<file path="src/pfa_ram.sv">
// generic single-port-write, single-port-read ram with registered read
module pfa_ram #(
    parameter int WIDTH = 8,
    parameter int DEPTH = 16
) (
    input  logic                     clk,
    input  logic                     we,
    input  logic [$clog2(DEPTH)-1:0] waddr,
    input  logic [WIDTH-1:0]         wdata,
    input  logic                     re,
    input  logic [$clog2(DEPTH)-1:0] raddr,
    output logic [WIDTH-1:0]         rdata
);

    logic [WIDTH-1:0] mem [DEPTH];

    // write port
    always_ff @(posedge clk)
    begin
        if (we)
        begin
            mem[waddr] <= wdata;
        end
    end

    // registered read, holds when not enabled
    always_ff @(posedge clk)
    begin
        if (re)
        begin
            rdata <= mem[raddr];
        end
    end

endmodule

</file>
<file path="config.mk">
export PLATFORM = sky130hd
export DESIGN_NAME = pfa_ram
export DESIGN_NICKNAME = d
export VERILOG_FILES = /design/src/pfa_ram.sv
export SDC_FILE = /design/constraint.sdc
export NUM_CORES = 1
export LEC_CHECK = 0
export ABC_AREA = 1
export BUFFER_PORTS_ARGS = -buffer_cell sky130_fd_sc_hd__clkbuf_2
export CAP_MARGIN = 25
export CORE_ASPECT_RATIO = 0.75
export CORE_MARGIN = 5
export CORE_UTILIZATION = 40
export DETAILED_ROUTE_END_ITERATION = 7
export RECOVER_POWER = 25
export SLEW_MARGIN = 20
export SYNTH_ARGS = -nofsm -noshare
export SYNTH_HDL_FRONTEND = slang
export SYNTH_SLANG_ARGS = --single-unit
</file>
<file path="constraint.sdc">
create_clock -name clk -period 1.35 [get_ports clk]
set_clock_uncertainty 0.15 [all_clocks]
set_input_delay 0.135 -clock clk [delete_from_list [all_inputs] [get_ports clk]]
set_output_delay 0.135 -clock clk [all_outputs]
set_load 0.01 [all_outputs]
</file>
==> results_dict.tcl <==
set metrics [dict create \
    maxCapViolCount 0 \
    dr_wl_met2_um 6490 \
    antenna_found_initial 0 \
    cp_num_buf_inv 1 \
    relSlewSlack 0.418 \
    cts_root_buf "clkbuf_16" \
    status "complete, no violations" \
    detail-route-antenna-nets 0 \
    gp_congestion 0.868 \
    path_clk_slew_ps 60 \
    cts.path.max_buffers 2 \
    wl_met1_um 6440 \
    worst_path_max_delay_cell "edfxtp_1" \
    ys_seq_area_frac 0.698 \
    power_density_nw_per_um2 1440 \
    cp-end-kind "output pin" \
    drv_slew 0 \
    finalPower_mw 10.1 \
    clk_latency_ps 410 \
    syn-num-nets 570 \
    drt-initial-drc-count 291 \
    synth_area_um2 5850 \
    grt_pass1_vias 3816 \
    initial_core_util 0.406 \
    highest_layer "met4" \
    synthDistinctLibCells 11 \
    fillers 1297 \
    finalWirelength_um 14000 \
    tritoncts "done" \
    cp.required_ps 1070 \
    drcViolationCount 0 \
    synth_top_area_frac 0.698 \
    die_w_um 150 \
    diodes 0 \
    area_growth_pct 19.8 \
    ys_seq_elements 136 \
    grt_overflow 0 \
    die-area_um2 17200 \
    startpoint_type "flip-flop" \
    yosysWarningCount 0 \
    yosysTopAreaCell "edfxtp_1" \
    design.core.area_um2 14400 \
    post-route-min-period_ps 1300 \
    grt_pass1_wl_um 21900 \
    vdd_drop_max_uv 922 \
    drive_above_1_share 0.147 \
    crit_type "flip-flop to output pin" \
    post_drt_via_cell_ratio 4.85 \
    tightest_slew_ps 874 \
    crit_path_max_incr_delay_ps 450 \
    std_cell_rows 38 \
    cts_made_buffers 17 \
    vias 3970 \
    crit_family "flip-flops" \
    crit_arrival_ps 1010 \
    leakage_nw 3.01 \
    grtUsageTotal 0.174 \
    fin_nets 624 \
    drtPass1Iterations 5 \
    grt_max_degree 29 \
    fmax_mhz 770 \
    syn_avg_cell_area_um2 10.6 \
    hold_viol_final 0 \
    dieHeight_um 115 \
    critPathMaxFanout 1 \
    place_hpwl_um 9290 \
    htree_levels 4 \
    final.period_utilization 0.962 \
    syn_inst 551 \
    port_buffers 26 \
    cts_sinks 136 \
    synth_area_leaders "edfxtp_1, nand2_1, nand3_1, inv_1, buf_6" \
    setup_viol 0 \
    holdCritPathClass "input pin to flip-flop" \
    num_io_pins 27 \
    cp_cell_sequence "clkbuf_2" \
    met3_length_um 825 \
    whs_ps 127 \
    wl_per_cell_um 17.2 \
]
## layer usage
metal / GRT usage / vias to the layer above
li1: - / 1891
met5: 0 / -
met1: 0.252 / 1920
met2: 0.263 / 133
met4: 0.0634 / 0
met3: 0.0356 / 26
## metrics by stage
stage                     instance area [um^2]   util  instances  worst slack, ps  setup TNS, ps
after global placement                    6380  0.443        785             -188          -1260
after floorplan                           5850      -        551              114              0
final                                     7000  0.486        818             51.0              0
after CTS                                 6980  0.484        818             33.8              0
after global routing                      7000  0.486        818            -21.9          -21.9
after detailed placement                  6380  0.443        785             -203          -1330
## cells in the final DEF, fill, tap and decap left out, drive strengths merged
cell type	instances
nor2	17
dlygate4sd3	1
clkinv	5
inv	102
bufinv	3
nand3	97
clkbuf	46
buf	32
nand3b	2
edfxtp	136
nand2	173
clkinvlp	4
## final cells by class
| cell class | instances | area (um^2) | area share |
|---|---|---|---|
| sequential | 136 | 4080 | 0.583 |
| clock inverter | 12 | 153 | 0.0218 |
| clock buffer | 20 | 437 | 0.0623 |
| timing repair buffer | 59 | 449 | 0.0641 |
| tap | 200 | 250 | 0.0357 |
| multi-input combinational | 289 | 1250 | 0.178 |
| inverter | 102 | 383 | 0.0547 |
## power breakdown
group / total, mW / internal (mW) / switching [mW]
clock: 4.62 / 2.90 / 1.73
sequential: 4.79 / 4.76 / 0.0337
combinational: 0.639 / 0.208 / 0.431
## flip-flops by register name, summed over array words and instances (netlist names)
name	cells
mem	128
rdata	8
## cell usage after synthesis (all sizes together)
master  number
buf         24
edfxtp     136
inv        102
nand2      173
nand3       97
nand3b       2
nor2        17
## cells by family (layout without fill, tap and decap cells)
group | after synthesis | count (layout) | share of synthesized area
buf+inv | 126 | 193 | 0.0939
flops | 136 | 136 | 0.698
simple gates | 289 | 289 | 0.208
## final timing paths
kind | from | slack [ps] | cells past startpoint | end
max | rdata[3]$_DFFE_PP_ | 50 | 1 | rdata[3]
min | wdata[4] | 130 | 1 | mem[4][4]$_DFFE_PP_
max reg2reg | mem[1][2]$_DFFE_PP_ | 90 | 6 | rdata[2]$_DFFE_PP_
min reg2reg | mem[12][1]$_DFFE_PP_ | 590 | 6 | rdata[1]$_DFFE_PP_
## repair_timing
action,in CTS,in global routing
endpoints found under the setup margin,0,5
hold endpoints to repair,8,0
gates resized for setup,0,7
buffers inserted,0,0
hold buffers,1,0
Power figures use the tool's default switching activity.
