==> config.mk <==
export PLATFORM = sky130hd
export DESIGN_NAME = pfa_exec
export DESIGN_NICKNAME = d
export VERILOG_FILES = /design/src/pfa_pkg.sv /design/src/pfa_exec.sv
export SDC_FILE = /design/constraint.sdc
export NUM_CORES = 1
export LEC_CHECK = 0
export BUFFER_PORTS_ARGS = -buffer_cell sky130_fd_sc_hd__buf_2
export CORE_AREA = 2 2 121 64
export DETAILED_ROUTE_END_ITERATION = 8
export DIE_AREA = 0 0 123 66
export PLACE_DENSITY = 0.84
export SLEW_MARGIN = 0
export SYNTH_ARGS = -nofsm -noshare
export SYNTH_HDL_FRONTEND = slang
export SYNTH_SLANG_ARGS = --single-unit
==> constraint.sdc <==
create_clock -name vclk -period 2.6
set_input_delay 0.26 -clock vclk [all_inputs]
set_output_delay 0.26 -clock vclk [all_outputs]
set_load 0.005 [all_outputs]
==> src/pfa_pkg.sv <==
// shared constants, codes and types of the page frame allocator
package pfa_pkg;

    // table geometry
    localparam int NUM_PAGES = 4096;
    localparam int REF_BITS  = 8;
    localparam int ADDR_W    = $clog2(NUM_PAGES);
    localparam int TOTAL_W   = $clog2(NUM_PAGES + 1);

    // port field widths
    localparam int PAGE_W   = 12;
    localparam int OP_W     = 3;
    localparam int STATUS_W = 3;
    localparam int COUNT_W  = 8;
    localparam int FREE_W   = 13;

    localparam logic [PAGE_W-1:0] FIRST_PAGE_RESET = 12'd256;

    // refs entry: free mark on top of the count
    localparam int REF_ENTRY_W = REF_BITS + 1;

    // opcodes
    localparam logic [OP_W-1:0] OP_INIT  = 3'd0;
    localparam logic [OP_W-1:0] OP_ALLOC = 3'd1;
    localparam logic [OP_W-1:0] OP_FREE  = 3'd2;
    localparam logic [OP_W-1:0] OP_INC   = 3'd3;
    localparam logic [OP_W-1:0] OP_DEC   = 3'd4;
    localparam logic [OP_W-1:0] OP_QUERY = 3'd5;

    // status codes
    localparam logic [STATUS_W-1:0] ST_OK     = 3'd0;
    localparam logic [STATUS_W-1:0] ST_EMPTY  = 3'd1;
    localparam logic [STATUS_W-1:0] ST_RANGE  = 3'd2;
    localparam logic [STATUS_W-1:0] ST_DOUBLE = 3'd3;
    localparam logic [STATUS_W-1:0] ST_SAT    = 3'd4;
    localparam logic [STATUS_W-1:0] ST_ZERO   = 3'd5;

    // controller states
    typedef enum logic [5:0] {
        S_CLEAR  = 6'b000001,
        S_IDLE   = 6'b000010,
        S_SWEEP  = 6'b000100,
        S_FLUSH  = 6'b001000,
        S_LOOKUP = 6'b010000,
        S_EXEC   = 6'b100000
    } state_t;

    // operands of the update step
    typedef struct packed {
        logic [OP_W-1:0]     op;
        logic [PAGE_W-1:0]   pg;
        logic [PAGE_W-1:0]   first_page;
        logic                mark;
        logic [REF_BITS-1:0] cnt;
        logic [ADDR_W-1:0]   nxt;
        logic [ADDR_W-1:0]   head;
        logic                head_valid;
        logic [TOTAL_W-1:0]  total;
    } exec_in_t;

    // results and write-backs of the update step
    typedef struct packed {
        logic [PAGE_W-1:0]      res_page;
        logic [STATUS_W-1:0]    status;
        logic [COUNT_W-1:0]     count_out;
        logic                   pushed;
        logic                   ref_we;
        logic [ADDR_W-1:0]      ref_addr;
        logic [REF_ENTRY_W-1:0] ref_wdata;
        logic                   next_we;
        logic [ADDR_W-1:0]      next_addr;
        logic [ADDR_W-1:0]      next_wdata;
        logic [ADDR_W-1:0]      head_next;
        logic                   head_valid_next;
        logic [TOTAL_W-1:0]     total_next;
    } exec_out_t;

endpackage

==> src/pfa_exec.sv <==
// update step: decodes one operation against the entries read from the tables
module pfa_exec
    import pfa_pkg::*;
(
    input  exec_in_t  ei,
    output exec_out_t eo
);

    localparam logic [REF_BITS-1:0] REF_MAX = '1;
    localparam logic [REF_BITS-1:0] REF_ONE = REF_BITS'(1);

    logic                in_range;
    logic                init_fill;
    logic [ADDR_W-1:0]   pg_addr;
    logic [TOTAL_W-1:0]  total_dec;

    assign in_range  = 32'(ei.pg) < 32'(NUM_PAGES);
    assign init_fill = 32'(ei.first_page) < 32'(NUM_PAGES);
    assign pg_addr   = ADDR_W'(ei.pg);
    assign total_dec = ei.total - TOTAL_W'(1);

    always_comb
    begin
        eo                 = '0;
        eo.res_page        = ei.pg;
        eo.status          = ST_OK;
        eo.ref_addr        = pg_addr;
        eo.next_addr       = pg_addr;
        eo.head_next       = ei.head;
        eo.head_valid_next = ei.head_valid;
        eo.total_next      = ei.total;

        unique case (ei.op)
            // tables already rebuilt by the sweep, set the list registers
            OP_INIT:
            begin
                eo.count_out       = in_range ? COUNT_W'(ei.cnt) : '0;
                eo.head_next       = init_fill ? ADDR_W'(NUM_PAGES - 1) : '0;
                eo.head_valid_next = init_fill;
                eo.total_next      = init_fill ?
                                     TOTAL_W'(NUM_PAGES - 32'(ei.first_page)) : '0;
            end
            // pop the head
            OP_ALLOC:
            begin
                if (!ei.head_valid || ei.total == '0)
                begin
                    eo.status   = ST_EMPTY;
                    eo.res_page = '0;
                end
                else
                begin
                    eo.total_next      = total_dec;
                    eo.ref_we          = 1'b1;
                    eo.ref_addr        = ei.head;
                    eo.ref_wdata       = {1'b0, REF_ONE};
                    eo.head_next       = (total_dec != '0) ? ei.nxt : '0;
                    eo.head_valid_next = (total_dec != '0);
                    eo.res_page        = PAGE_W'(ei.head);
                    eo.count_out       = COUNT_W'(REF_ONE);
                end
            end
            // push or drop one reference
            OP_FREE:
            begin
                if (!in_range || ei.pg < ei.first_page)
                begin
                    eo.status = ST_RANGE;
                end
                else if (ei.mark)
                begin
                    eo.status    = ST_DOUBLE;
                    eo.count_out = COUNT_W'(ei.cnt);
                end
                else if (ei.cnt <= REF_ONE)
                begin
                    eo.next_we         = 1'b1;
                    eo.next_wdata      = ei.head_valid ? ei.head : '0;
                    eo.ref_we          = 1'b1;
                    eo.ref_wdata       = {1'b1, ei.cnt};
                    eo.head_next       = pg_addr;
                    eo.head_valid_next = 1'b1;
                    eo.total_next      = ei.total + TOTAL_W'(1);
                    eo.pushed          = 1'b1;
                    eo.count_out       = COUNT_W'(ei.cnt);
                end
                else
                begin
                    eo.ref_we    = 1'b1;
                    eo.ref_wdata = {1'b0, ei.cnt - REF_ONE};
                    eo.count_out = COUNT_W'(ei.cnt - REF_ONE);
                end
            end
            // saturating increment
            OP_INC:
            begin
                if (!in_range)
                begin
                    eo.status = ST_RANGE;
                end
                else if (ei.cnt == REF_MAX)
                begin
                    eo.status    = ST_SAT;
                    eo.count_out = COUNT_W'(ei.cnt);
                end
                else
                begin
                    eo.ref_we    = 1'b1;
                    eo.ref_wdata = {ei.mark, ei.cnt + REF_ONE};
                    eo.count_out = COUNT_W'(ei.cnt + REF_ONE);
                end
            end
            // decrement that stops at zero
            OP_DEC:
            begin
                if (!in_range)
                begin
                    eo.status = ST_RANGE;
                end
                else if (ei.cnt == '0)
                begin
                    eo.status = ST_ZERO;
                end
                else
                begin
                    eo.ref_we    = 1'b1;
                    eo.ref_wdata = {ei.mark, ei.cnt - REF_ONE};
                    eo.count_out = COUNT_W'(ei.cnt - REF_ONE);
                end
            end
            OP_QUERY:
            begin
                if (!in_range)
                begin
                    eo.status = ST_RANGE;
                end
                else
                begin
                    eo.count_out = COUNT_W'(ei.cnt);
                end
            end
            default:
            begin
                eo.count_out = '0;
            end
        endcase
    end

endmodule

==> impl_metrics.json, run 1 <==
{
  "status": "finished with violations",
  "yosysMostFrequentCell": "nand2_1",
  "synth-seq-area-share_pct": 0,
  "yosysWarnings": 0,
  "syn_inst": 557,
  "power_density_mw_per_mm2": 160.5,
  "seq_cells": 0,
  "hold_path_class": "primary input to primary output",
  "start_kind": "primary input",
  "regArea_sq_um": 0,
  "initial_core_util_pct": 47.41,
  "coreArea_sq_mm": 0.007102,
  "worstPathArrival_ns": 2.48,
  "portBuffers": 171,
  "wl_per_cell_um": 22.15,
  "dp_hpwl_um": 14460,
  "synth_cell_types": 73,
  "drt_iter0_drc": 1056,
  "crit_type": "primary input to primary output",
  "synth_top_cell_by_area": "nand2_1",
  "fin_util_pct": 80.39,
  "peakVddDrop_mv": 0.08345,
  "vias": 6010,
  "synth_area_per_cell_sq_um": 6.045,
  "die_h_um": 66,
  "fin_tns_setup_ns": -2.472,
  "whs_path_depth": 2,
  "clkbuf_count": 0,
  "required_ns": 2.34,
  "rows": 22,
  "nets": 905,
  "slew_violations": 0,
  "relSlewSlack_pct": 65.26,
  "yosys.area.top_type_share_pct": 10.14,
  "fin_crit_sh_pct": 105.3,
  "synth_common_cells": "nand2_1 (91), nor2_1 (65), inv_1 (27), o21ai_0 (27), a21oi_1 (23)",
  "drive_gt1_share_pct": 47.59,
  "ant_nets": 0,
  "leakagePower_nw": 2.808,
  "multi_input_area_sq_mm": 0.003379,
  "num_antenna_cells": 0,
  "hold_buffers": 0,
  "timing_hold_violations_final": 0,
  "grt-ovfl-total": 0,
  "setup_viol": 39,
  "fin_ws_ns": -0.1372,
  "die_w_um": 123,
  "viasPerCell": 6.641,
  "syn-num-nets": 651,
  "wirelength_um": 20050,
  "grt_pass1_wl_um": 27960,
  "grt_pass1_vias": 5156,
  "die_area_sq_mm": 0.008118,
  "tightestPinTransition_ns": 0.5211,
  "maxCapViolations": 0,
  "synth_area_leaders": "nand2_1 (10%), ha_1 (7.4%), nor2_1 (7.2%), o21ai_0 (4.0%), a21oi_1 (3.4%)",
  "grt_usage_pct": 44.38,
  "syn_to_final_growth_pct": 69.57,
  "grt_max_degree": 21,
  "rsz0062_at_grt": "true",
  "fillers": 517,
  "layout_min_cycle_time_ns": 2.737,
  "antenna_found_initial": 0,
  "firstDrtPassIters": 7,
  "gp_congestion": 1.110,
  "worstSetupEndpointType": "primary output",
  "violations": "negative setup slack",
  "hold_path_end": "eo[38]",
  "netlist_area_sq_mm": 0.003367,
  "hp-start": "ei[59]",
  "io_pins": 171,
  "max_clock_freq_mhz": 365.3,
  "crit_fanout": 8,
  "drc": 0
}
what timing repair did:
item                                    in CTS  in global routing
gates cloned                                 2                  0
endpoints found under the setup margin      59                 45
setup buffers                               11                 14
pin swaps                                   23                 24
resized for setup                           78                 56
metrics by stage:
stage / hold slack, ns / total power, mW / cells / setup WS (ns) / instance area (sq um)
after global routing: 0.7852 / 0.9674 / 905 / -0.2040 / 5709
after CTS: 0.7633 / 0.8094 / 893 / -0.01922 / 5384
after global placement: 0.7618 / 0.7281 / 880 / -0.1946 / 4927
after floorplan: 0.6008 / 0.3663 / 557 / 0.1852 / 3367
after detailed placement: 0.7629 / 0.7426 / 880 / -0.2237 / 4927
final: 0.7765 / 0.9166 / 905 / -0.1372 / 5709
cell families (layout without fill, tap and decap cells):
family,after synthesis,count (layout),share of synthesized area [%]
muxes,1,1,0.2973
adders and majority gates,20,20,7.432
buffers and inverters,78,330,11.37
AOI/OAI and AO/OA,167,167,36.72
and+or+nand+nor,275,275,40.02
xor gates and xnor gates,16,16,4.162
worst max-delay path, cell delays in order:
cell      delay [ns]
buf_6           0.07
inv_2           0.05
ha_4            0.26
and4_4          0.24
nand2_4         0.07
a221o_1         0.31
buf_6           0.14
buf_6           0.13
a211oi_4        0.36
buf_6           0.22
nand3_2         0.08
o211ai_1        0.12
buf_2           0.15
cells in the final DEF, fill, tap and decap left out, drive strengths merged, types with 4 or more instances in the layout:
cell type and count:
buf 302, nand2 93, nor2 65, o21ai 34, inv 27, a21oi 24, nor3 21, ha 20
nand3 19, and3 13, o22ai 12, o22a 11, a22o 11, xnor2 10, nand4 9, and2 8
a21o 8, nor4 8, o32ai 7, xor2 6, a31oi 6, or4 6, a211oi 6, o311ai 6
o211ai 5, nand2b 5, nor3b 5, or3 5, a211o 4, nand3b 4
how the worst max path moves through the flow:
stage	depth (start not counted)	slack, ns	end	from
3_3_place_gp	11	-0.19	eo[12]	ei[55]
5_1_grt	12	-0.20	eo[2]	ei[64]
6_report	13	-0.14	eo[2]	ei[56]
2_1_floorplan	10	0.19	eo[7]	ei[56]
3_5_place_dp	12	-0.22	eo[2]	ei[55]
4_1_cts	13	-0.02	eo[23]	ei[57]
report_power, final:
| part | switching (mW) | total (mW) | internal [mW] |
|---|---|---|---|
| clock network | 0 | 0 | 0 |
| logic | 0.495 | 0.917 | 0.421 |
| registers | 0 | 0 | 0 |
layer usage:
| metal | track usage, % | share of wire (%) |
|---|---|---|
| met4 | 6.818 | 2.7 |
| met5 | 0 | 0 |
| met3 | 20.43 | 19 |
| met2 | 62.29 | 39 |
| met1 | 62.04 | 39 |
cell type report:
| class | instances | area share [%] |
|---|---|---|
| multi-input cells | 479 | 59.19 |
| repair buffers | 303 | 36.66 |
| inverters | 27 | 2.038 |
| well taps | 96 | 2.104 |
No activity file was read; power rests on OpenSTA's default activity.
==> run 2, diff against run 1 <==
- CORE_AREA: 2 2 121 64 -> 2 2 129 68
- DIE_AREA: 0 0 123 66 -> 0 0 131 70
- PLACE_DENSITY: 0.84 -> 0.75
==> run 2 against run 1 <==
Compared with the run above: sequential cell count stayed put; critical endpoint unchanged; clock-buffer cell count stayed put; setup slack better by 0.047 ns; highest routed layer unchanged; the run still ends with negative setup slack left.
==> impl_metrics.json, run 2 (synthesized netlist as in run 1, its figures left out) <==
{
  "peakVddDrop_mv": 0.08565,
  "power_density_mw_per_mm2": 160.7,
  "clkbuf_count": 0,
  "wl_met1_um": 7924,
  "antenna_found_initial": 0,
  "intPower_mw": 0.4198,
  "die_h_um": 70,
  "fin_util_pct": 67.89,
  "crit_fanout": 15,
  "fin_crit_sh_pct": 103.5,
  "dr_wl_met2_um": 7305,
  "regArea_sq_um": 0,
  "timing_hold_violations_final": 0,
  "seq_power_share_pct": 0,
  "io_pins": 171,
  "multi_input_area_sq_mm": 0.003334,
  "drc": 0,
  "rsz0062_at_grt": "true",
  "layout_common_cells": "buf_2 (153), buf_4 (108), nand2_1 (90)",
  "fillers": 717,
  "leakagePower_nw": 2.718,
  "grt_pass1_wl_um": 26950,
  "relSlewSlack_pct": 47.71,
  "syn_to_final_growth_pct": 66.52,
  "layout_min_cycle_time_ns": 2.690,
  "vias": 5733,
  "die_w_um": 131,
  "maxCapViolations": 0,
  "status": "finished with violations",
  "gp_congestion": 1.085,
  "required_ns": 2.34,
  "hold_path_class": "primary input to primary output",
  "dp_hpwl_um": 14600,
  "pwr-share-comb_pct": 100.0,
  "switching_power_mw": 0.4815,
  "grt_max_degree": 22,
  "tightestPinTransition_ns": 0.7815,
  "setup_viol": 10,
  "num_antenna_cells": 0,
  "start_kind": "primary input",
  "portBuffers": 171,
  "whs_path_depth": 2,
  "violations": "negative setup slack",
  "wl_per_cell_um": 20.14,
  "fin_ws_ns": -0.09007,
  "wirelength_um": 18470,
  "crit_type": "primary input to primary output",
  "nets": 896,
  "p_clk_share_pct": 0,
  "final_common_cell": "buf_2",
  "viasPerCell": 6.252,
  "max_clock_freq_mhz": 371.7,
  "p_sw_share_pct": 53.42,
  "die_area_sq_mm": 0.009170,
  "worstSetupEndpointType": "primary output",
  "slew_violations": 0,
  "hold_path_end": "eo[38]",
  "met3_wirelength_um": 3018,
  "hold_buffers": 0,
  "place_ws_ns": -0.1767,
  "worstPathArrival_ns": 2.43,
  "rows": 24,
  "drt_iter0_drc": 806,
  "hp-start": "ei[59]",
  "initial_core_util_pct": 40.77,
  "seq_cells": 0,
  "grt-ovfl-total": 0,
  "highest_layer": "met4",
  "drive_gt1_share_pct": 46.25,
  "ant_nets": 0,
  "coreArea_sq_mm": 0.008258,
  "firstDrtPassIters": 6,
  "grt_usage_pct": 37.14,
  "grt_pass1_vias": 4961
}
==> run 2: power by group through the flow <==
| stage | logic (mW) | clock network, mW | registers, mW |
|---|---|---|---|
| floorplan | 0.366 | 0 | 0 |
| global placement | 0.754 | 0 | 0 |
| detailed placement | 0.762 | 0 | 0 |
| CTS | 0.810 | 0 | 0 |
| global route | 0.955 | 0 | 0 |
| finish | 0.901 | 0 | 0 |
==> run 2: layout make-up <==
type,count,area share [%]
multi-input combinational,479,59.47
timing repair buffer,294,35.97
inverter,27,1.942
tap,117,2.611
==> run 2: through the flow <==
stage                     area, sq um  power [mW]  instances  setup TNS (ns)  hold slack (ns)
after floorplan                  3367      0.3663        557               0           0.6008
after global placement           4989      0.7536        905          -1.310           0.7508
after detailed placement         4989      0.7619        905          -3.592           0.7541
after CTS                        5263      0.8099        911        -0.02888           0.7538
after global routing             5607      0.9551        917         -0.9929           0.7735
final                            5607      0.9012        917         -0.4790           0.7595
==> run 2: critical path, stage by stage <==
cell and delay [ns]:
buf_8 0.08, inv_4 0.03, ha_4 0.26, and4_4 0.24, nand2_4 0.06, a221o_2 0.39
buf_6 0.17, a211oi_4 0.28, buf_6 0.23, nand3_1 0.09, o211ai_1 0.16, buf_2 0.17
==> run 2: metal layers <==
| metal | vias up | GRT usage (%) |
|---|---|---|
| li1 | 2551 | - |
| met1 | 2640 | 55.41 |
| met2 | 499 | 51.58 |
| met3 | 43 | 14.87 |
| met4 | 0 | 2.364 |
| met5 | - | 0 |
==> run 2: worst max-delay path by stage <==
stage / from / endpoint / depth (start not counted)
2_1_floorplan: ei[56] / eo[7] / 10
3_3_place_gp: ei[55] / eo[8] / 11
3_5_place_dp: ei[55] / eo[8] / 11
4_1_cts: ei[11] / eo[17] / 9
5_1_grt: ei[57] / eo[3] / 11
6_report: ei[57] / eo[2] / 12
==> run 2: timing repair <==
action | 4_1_cts | 5_1_grt
endpoints found under the setup margin | 47 | 45
pin swaps | 23 | 15
cloned | 0 | 1
hold endpoints to repair | 0 | 0
buffers inserted | 6 | 5
gates resized for setup | 52 | 58
==> run 3, diff against run 2 <==
- clock period: 2.6 -> 3.45 ns (I/O delays scaled with it)
==> run 3 against run 2 <==
Compared with the run above: the run now ends clean; final area is 23% lower; sequential share of layout area unchanged; combinational power fell by 43%; largest power group unchanged.
==> impl_metrics.json, run 3 (synthesized netlist as in run 1, its figures left out) <==
{
  "highest_layer": "met4",
  "multi_input_area_sq_mm": 0.003002,
  "cp_cell_sequence": "buf_2 -> ha_1 -> and4_1 -> nand2_1 -> a221o_1 -> a21oi_4 -> nand2_1 -> o311ai_1 -> buf_2",
  "leakagePower_nw": 2.090,
  "die_w_um": 131,
  "placed_area_sq_mm": 0.004300,
  "grt-ovfl-total": 0,
  "final_common_cell": "buf_2",
  "seq_cells": 0,
  "power_density_mw_per_mm2": 119.5,
  "grt_max_degree": 34,
  "rows": 24,
  "met3_wirelength_um": 2724,
  "initial_core_util_pct": 40.77,
  "io_pins": 171,
  "grt_pass1_wl_um": 23920,
  "crit_path_top_delay_cell": "a21oi_4",
  "worstSetupEndpointType": "primary output",
  "timing_hold_violations_final": 0,
  "coreArea_sq_mm": 0.008258,
  "num_antenna_cells": 0,
  "grt_usage_pct": 33.08,
  "crit_fanout": 15,
  "syn_to_final_growth_pct": 27.72,
  "wirelength_um": 15970,
  "cts-resized-gates": 0,
  "grt_pass1_vias": 4373,
  "wl_met1_um": 6981,
  "slew_violations": 0,
  "cts_setup_buffers": 0,
  "rsz0062_at_grt": "false",
  "crit_type": "primary input to primary output",
  "fin_crit_sh_pct": 96.52,
  "wl_per_cell_um": 19.47,
  "clkbuf_count": 0,
  "vias": 5208,
  "viasPerCell": 6.351,
  "fin_tns_setup_ns": 0,
  "crit_start": "ei[70]",
  "regArea_sq_um": 0,
  "peakVddDrop_mv": 0.04926,
  "max_clock_freq_mhz": 300.3,
  "firstDrtPassIters": 6,
  "layout_common_cells": "buf_2 (171), nand2_1 (91), nor2_1 (64)",
  "portBuffers": 171,
  "setup_viol": 0,
  "tightestPinTransition_ns": 0.8543,
  "gp_congestion": 1.076,
  "antenna_found_initial": 0,
  "hold_path_class": "primary input to primary output",
  "die_h_um": 70,
  "hold_buffers": 0,
  "required_ns": 3.11,
  "drive_gt1_share_pct": 31.29,
  "layout_min_cycle_time_ns": 3.330,
  "start_kind": "primary input",
  "maxCapViolations": 0,
  "drt_iter0_drc": 726,
  "status": "finished, final reports clean",
  "ant_nets": 0,
  "fillers": 863,
  "dr_wl_met2_um": 6093,
  "final_cell_area_sq_mm": 0.004300,
  "hp-start": "ei[60]",
  "relSlewSlack_pct": 43.05,
  "dp_hpwl_um": 12950,
  "worstPathArrival_ns": 2.99,
  "drc": 0,
  "cpPeakStageDelay_ns": 0.54,
  "die_area_sq_mm": 0.009170,
  "nets": 799
}
-- run 3: stage by stage --
| step | power [mW] | cells | hold slack, ns | util, % | setup WS, ns |
|---|---|---|---|---|---|
| 6_report | 0.5138 | 820 | 0.9383 | 52.08 | 0.1199 |
| 5_1_grt | 0.5578 | 820 | 0.9483 | 52.08 | 0.02387 |
| 4_1_cts | 0.5006 | 820 | 0.9371 | 52.08 | 0.2303 |
| 3_5_place_dp | 0.4985 | 820 | 0.9368 | 52.08 | 0.2354 |
| 3_3_place_gp | 0.4942 | 820 | 0.9311 | 52.08 | 0.3089 |
| 2_1_floorplan | 0.2760 | 557 | 0.7708 | - | 0.8652 |
-- run 3: worst max-delay path, delay by kind of cell --
| family | cells | cell delay [ns] |
|---|---|---|
| AOI/OAI and AO/OA | 3 | 1.37 |
| adders and majority gates | 1 | 0.33 |
| buffers and inverters | 2 | 0.36 |
| and+or+nand+nor | 3 | 0.57 |
-- run 3: layer usage --
metal	track usage, %	vias to the layer above
li1	-	2354
met1	50.94	2418
met2	45.14	413
met3	10.80	23
met4	3.428	0
met5	0	-
-- run 3: path summary, 6_finish.rpt --
check                 to  slack, ns  depth (start not counted)
setup / recovery   eo[7]       0.12                          9
hold / removal    eo[39]       0.94                          2
-- run 3: area by class of cell --
class | instances | area share (%)
Multi-Input combinational cell | 479 | 69.80
Inverter | 27 | 2.357
Tap cell | 117 | 3.404
Timing Repair Buffer | 197 | 24.44
-- run 3: power by group --
group	leakage [nW]	switching (mW)	total [mW]	internal [mW]
Combinational	2.09	0.302	0.514	0.212
Clock	0	0	0	0
Sequential	0	0	0	0
